**src/rtl/dfsa_pkg.sv**
```systemverilog
`default_nettype none

package dfsa_pkg;

   // Slot space and field widths.
   localparam int SLOTS   = 64;
   localparam int SLOT_W  = $clog2(SLOTS);
   localparam int COUNT_W = $clog2(SLOTS + 1);
   localparam int TIME_W  = 32;
   localparam int TYPE_W  = 2;

   // Request codes.
   typedef logic [TYPE_W-1:0] req_code_type;
   localparam req_code_type REQ_CLAIM = 2'd0;
   localparam req_code_type REQ_KEEP  = 2'd1;
   localparam req_code_type REQ_TICK  = 2'd2;

   // Commands from the controller to the datapath.
   typedef struct packed {
      logic load;     // capture the request fields, clear the walk
      logic pop;      // claim: pop the free stack and respond
      logic single;   // keep-alive or unused code: respond, recording a keep-alive
      logic issue;    // tick: read the next slot of the walk
      logic finish;   // tick: shift the frame flags and respond
   } dp_cmd_type;

   // Status from the datapath to the controller.
   typedef struct packed {
      logic walk_last;   // the slot being read is the last one
   } dp_status_type;

endpackage

`default_nettype wire

```
**src/rtl/dfsa_ctrl.sv**
```systemverilog
`default_nettype none

module dfsa_ctrl (
   input  wire logic                    clock,
   input  wire logic                    reset,
   input  wire logic                    start,
   input  wire dfsa_pkg::req_code_type  req_type,
   input  wire dfsa_pkg::dp_status_type status,
   output dfsa_pkg::dp_cmd_type         cmd,
   output logic                         busy
);

   localparam logic [2:0] S_IDLE   = 3'd0;
   localparam logic [2:0] S_POP    = 3'd1;
   localparam logic [2:0] S_SINGLE = 3'd2;
   localparam logic [2:0] S_WALK   = 3'd3;
   localparam logic [2:0] S_DRAIN  = 3'd4;
   localparam logic [2:0] S_FINISH = 3'd5;

   logic [2:0] state_ff;
   logic [2:0] state_in;

   // Next state and commands.
   always_comb begin
      state_in = state_ff;
      cmd      = '0;
      unique case (state_ff)
         S_IDLE: begin
            if (start) begin
               cmd.load = 1'b1;
               unique case (req_type)
                  dfsa_pkg::REQ_CLAIM: state_in = S_POP;
                  dfsa_pkg::REQ_TICK:  state_in = S_WALK;
                  default:             state_in = S_SINGLE;
               endcase
            end
         end
         S_POP: begin
            cmd.pop  = 1'b1;
            state_in = S_IDLE;
         end
         S_SINGLE: begin
            cmd.single = 1'b1;
            state_in   = S_IDLE;
         end
         S_WALK: begin
            cmd.issue = 1'b1;
            if (status.walk_last) begin
               state_in = S_DRAIN;
            end
         end
         S_DRAIN: begin
            // The last slot read is processed in this cycle.
            state_in = S_FINISH;
         end
         S_FINISH: begin
            cmd.finish = 1'b1;
            state_in   = S_IDLE;
         end
         default: begin
            state_in = S_IDLE;
         end
      endcase
   end

   // State register.
   always_ff @(posedge clock) begin
      if (reset) begin
         state_ff <= S_IDLE;
      end else begin
         state_ff <= state_in;
      end
   end

   assign busy = (state_ff != S_IDLE);

endmodule

`default_nettype wire

```
**config.mk**
```make
export PLATFORM = sky130hd
export DESIGN_NAME = dfsa_ctrl
export DESIGN_NICKNAME = d
export VERILOG_FILES = /design/src/rtl/dfsa_pkg.sv /design/src/rtl/dfsa_ctrl.sv
export SDC_FILE = /design/constraint.sdc
export NUM_CORES = 1
export LEC_CHECK = 0
export ABC_AREA = 1
export ABC_CLOCK_PERIOD_IN_PS = 1000
export BUFFER_PORTS_ARGS = -buffer_cell sky130_fd_sc_hd__buf_2
export CAP_MARGIN = 20
export CELL_PAD_IN_SITES_DETAIL_PLACEMENT = 0
export CELL_PAD_IN_SITES_GLOBAL_PLACEMENT = 1
export CORE_AREA = 2 2 39 41
export DETAILED_ROUTE_END_ITERATION = 6
export DIE_AREA = 0 0 41 43
export GPL_TIMING_DRIVEN = 1
export PLACE_DENSITY = 0.55
export SLEW_MARGIN = 20
export SYNTH_ARGS = -nofsm -noshare
export SYNTH_HDL_FRONTEND = slang
export SYNTH_SLANG_ARGS = --single-unit
```
**constraint.sdc**
```tcl
create_clock -name clock -period 1 [get_ports clock]
set_input_delay 0.15 -clock clock [delete_from_list [all_inputs] [get_ports clock]]
set_output_delay 0.15 -clock clock [all_outputs]
set_load 0.1 [all_outputs]
```
# Word level (Yosys, flattened, before mapping)
# Cells that the tools add are included.
dict set report classes {
  reduce_logical 4
  n_eq_ne 8
  muxes 10
}
# op n
set op_table {}
lappend op_table {{one-hot mux 3 bit (3 select lines)} 1}
lappend op_table {{== test 3 x 2 -> 1 bit (second input constant)} 2}
lappend op_table {{== test 3 bit (second input constant)} 2}
lappend op_table {{two-way mux 1 bit} 6}
lappend op_table {{two-way mux 3 bit} 2}
lappend op_table {{inequality test 2 bit (second input constant)} 2}
lappend op_table {{one-hot mux 2 bit (2 select lines)} 1}
lappend op_table {{== test 3 x 1 -> 1 bit (second input constant)} 1}
lappend op_table {{logical NOT 3 bit} 1}
lappend op_table {{nonzero test 3 bit} 1}
lappend op_table {{== test 2 bit (second input constant)} 1}
lappend op_table {{logical NOT 2 bit} 1}
lappend op_table {{AND reduction 2 bit} 1}
dict set report totals {
  wordCells 23
  out_inout_bits 6
  regBits 3
  inputBits 6
}

# Depth between registers and ports, before layout
dict set report depth {
  depth_word 4
  mapped_depth 6
  ltp_nobuf 6
}

# Worst setup path before layout
# No wires, ideal clock.
dict set report synth_path {
  path_type {register -> output}
  startpoint {reg state_ff[0]}
  endpoint {out cmd[0] in the netlist's numbering}
  arrival_time_ns 2.511
  setup_slack_ns -1.661
  n_path_buf 0
  stages_incl_launch_ff 3
  path_cell_list {dfxtp_1 -> inv_1 -> nor3_1}
}
# item line_no
set synth_rtl {}
lappend synth_rtl {{start, declared} dfsa_ctrl.sv:20} ;# logic [2:0] state_ff;
lappend synth_rtl {{start signal, assigned} dfsa_ctrl.sv:71} ;# state_ff <= state_in;
lappend synth_rtl {{end, declared} dfsa_ctrl.sv:9} ;# output dfsa_pkg::dp_cmd_type cmd,

==> flow_summary.toml <==
[sta]
hold_viol_final = 0
setup_viol = 6
rsz0062_at_grt = "yes"
layout_min_cycle_time_ns = 1.28
fin_crit_sh = 1.28
final_max_slew_viol_count = 0
final.setup.worst_slack_ns = -0.275
worst_pin_slew_ns = 0.212
max_freq_ghz = 0.784
whs_ns = 0.0724
slew_headroom = 0.858
fin_worst_skew_ns = 0.00414

[place]
io_buffers = 11
dp_hpwl_um = 499
place.gp.congestion = 0.650

[run_status]
status = "complete, but fails checks"
violations = "setup timing"

[setup_path]
cp-start-kind = "register"
critPathSlowestCell = "dfxtp_2"
path_class = "register to output port"
critical_path.max_fanout = 4
path_cells = "buf_6 -> nor3_2 -> buf_12"
cp.arrival_ns = 1.13
critPathCaptureType = "output port"
max_stage_delay_ns = 0.32
critPathRequiredTime_ns = 0.85

[cts]
hold_buffers = 0
cts_tree = "yes"
cts_buffers = 3
cts_root_buf = "clkbuf_4"
clk_pin_slew_ns = 0.04
clk_latency_ns = 0.23
cts_setup_buffers = 0
htree_levels = 1
clk_path_buf_depth = 2
numClockSinks = 3

[layout]
syn_to_final_growth_pct = 151
reg_top3 = "state_ff (3)"
post-route-util = 0.382
finalNetCount = 65
layout-drive-gt1-share = 0.672
nFillCells = 149
diodes = 0
largest_reg_flops = 3
regMostFlops = "state_ff"

[global_routing]
grt_pass1_vias = 241
antenna_found_initial = 0
grt_max_degree = 6
grtUsageTotal = 0.0843
overflow = 0
grt_pass1_wl_um = 972

[min_path]
hp-class = "primary input to register"

[power_and_ir_drop]
clkPwrFrac = 0.253
power.switching_uw = 371
p_leak_nw = 0.250
p_int_uw = 466
comb_power_share = 0.563
peakVddDrop_uv = 535
seq_power_share = 0.184
power_density_nw_per_um2 = 1580
netSwitchingFraction = 0.443

[floorplan]
die_x_um = 41
dieArea_um2 = 1760
pin_count = 12
fp.dieH_um = 43
core-area_um2 = 1380
row_count = 14
start_util = 0.152

[synth]
ys_warn_count = 0
synth_cell_types = 12
synthCells = 36
ys_seq_area_frac = 0.286
synth_nets = 42
avgSynthCellArea_um2 = 5.84
synth_seq_cells = 3
synth.cell_area_um2 = 210

[flow_run]
cap_violations = 0

[drt]
drt_iter0_drc = 3
wirelength_um = 583
vias_per_cell = 3.84
post_drt_wl_per_cell_um = 7.88
vias = 284
firstDrtPassIters = 2
ant_nets = 0
drc = 0
cell usage after synthesis, drive strengths merged:
cell	count	area, µm²
dfxtp	3	60.1
nor3	3	15.0
nor2	7	28.8
inv	10	37.5
nand3	1	10.0
nand2	8	37.5
a21oi	2	10.0
o21ai	1	5.00
nand4	1	6.26
worst max-delay path, delay by kind of cell (launching register included):
family	cells	cell delay, ns
flip-flops	1	0.32
AND/OR/NAND/NOR	1	0.23
buffers and inverters	2	0.34
power groups by stage:
stage	clock network (mW)	registers, mW	logic (mW)
after floorplan	0	0.149	0.258
after global placement	0	0.145	0.442
after detailed placement	0	0.146	0.443
after CTS	0.218	0.148	0.456
after global routing	0.232	0.157	0.500
final	0.212	0.154	0.471
kinds of logic after synthesis:
kind of cell / synth area share
buffers and inverters: 0.179
DFF: 0.286
AOI/OAI and AO/OA: 0.0714
and+or+nand+nor: 0.464
metrics by stage:
step	cells	TNS [ns]	area, µm²	worst slack (ns)	total power [mW]
finish	74	-1.40	528	-0.275	0.836
global route	74	-1.73	528	-0.325	0.889
CTS	74	-1.58	499	-0.292	0.823
detailed placement	70	-0.365	458	-0.125	0.589
global placement	70	-0.331	458	-0.113	0.587
floorplan	36	-3.69	240	-0.832	0.408
layer usage:
layer / share of wire / vias up / GRT usage
met4: 0 / 0 / 0.0800
met3: 0.043 / 0 / 0.0157
met1: 0.39 / 118 / 0.112
li1: - / 157 / -
met5: 0 / - / 0
met2: 0.57 / 9 / 0.106
layout make-up:
class | count | area, µm² | share of cell area
Multi-Input combinational cell | 23 | 163 | 0.308
Clock buffer | 4 | 26.3 | 0.0498
Timing Repair Buffer | 18 | 205 | 0.389
Inverter | 10 | 47.5 | 0.0900
Sequential cell | 3 | 66.3 | 0.126
Tap cell | 16 | 20.0 | 0.0379
placed cells by master (no fill, tap or decap):
cell type	instances
buf_12	6
inv_1	5
nand2_1	5
buf_2	5
buf_4	5
nor2_1	4
inv_2	3
nand2_2	3
clkbuf_4	3
nor2_4	2
nor3_4	2
a21oi_1	2
buf_6	2
dfxtp_2	2
inv_4	1
nor3_2	1
nand3_4	1
inv_8	1
nor2_2	1
o21ai_0	1
nand4_1	1
clkbuf_1	1
dfxtp_4	1
repair_timing:
item	in CTS	in global routing
pin swaps	0	1
resized for setup	6	9
endpoints found under the setup margin	8	9
final timing paths:
check	cells after the start	startpoint	endpoint	slack [ns]
setup / recovery	3	state_ff[1]	cmd[0]	-0.28
setup reg to reg	6	state_ff[0]	state_ff[2]	0.07
hold / removal	2	reset	state_ff[1]	0.07
hold reg to reg	4	state_ff[1]	state_ff[1]	0.69
(Power assumes the default switching activity.)
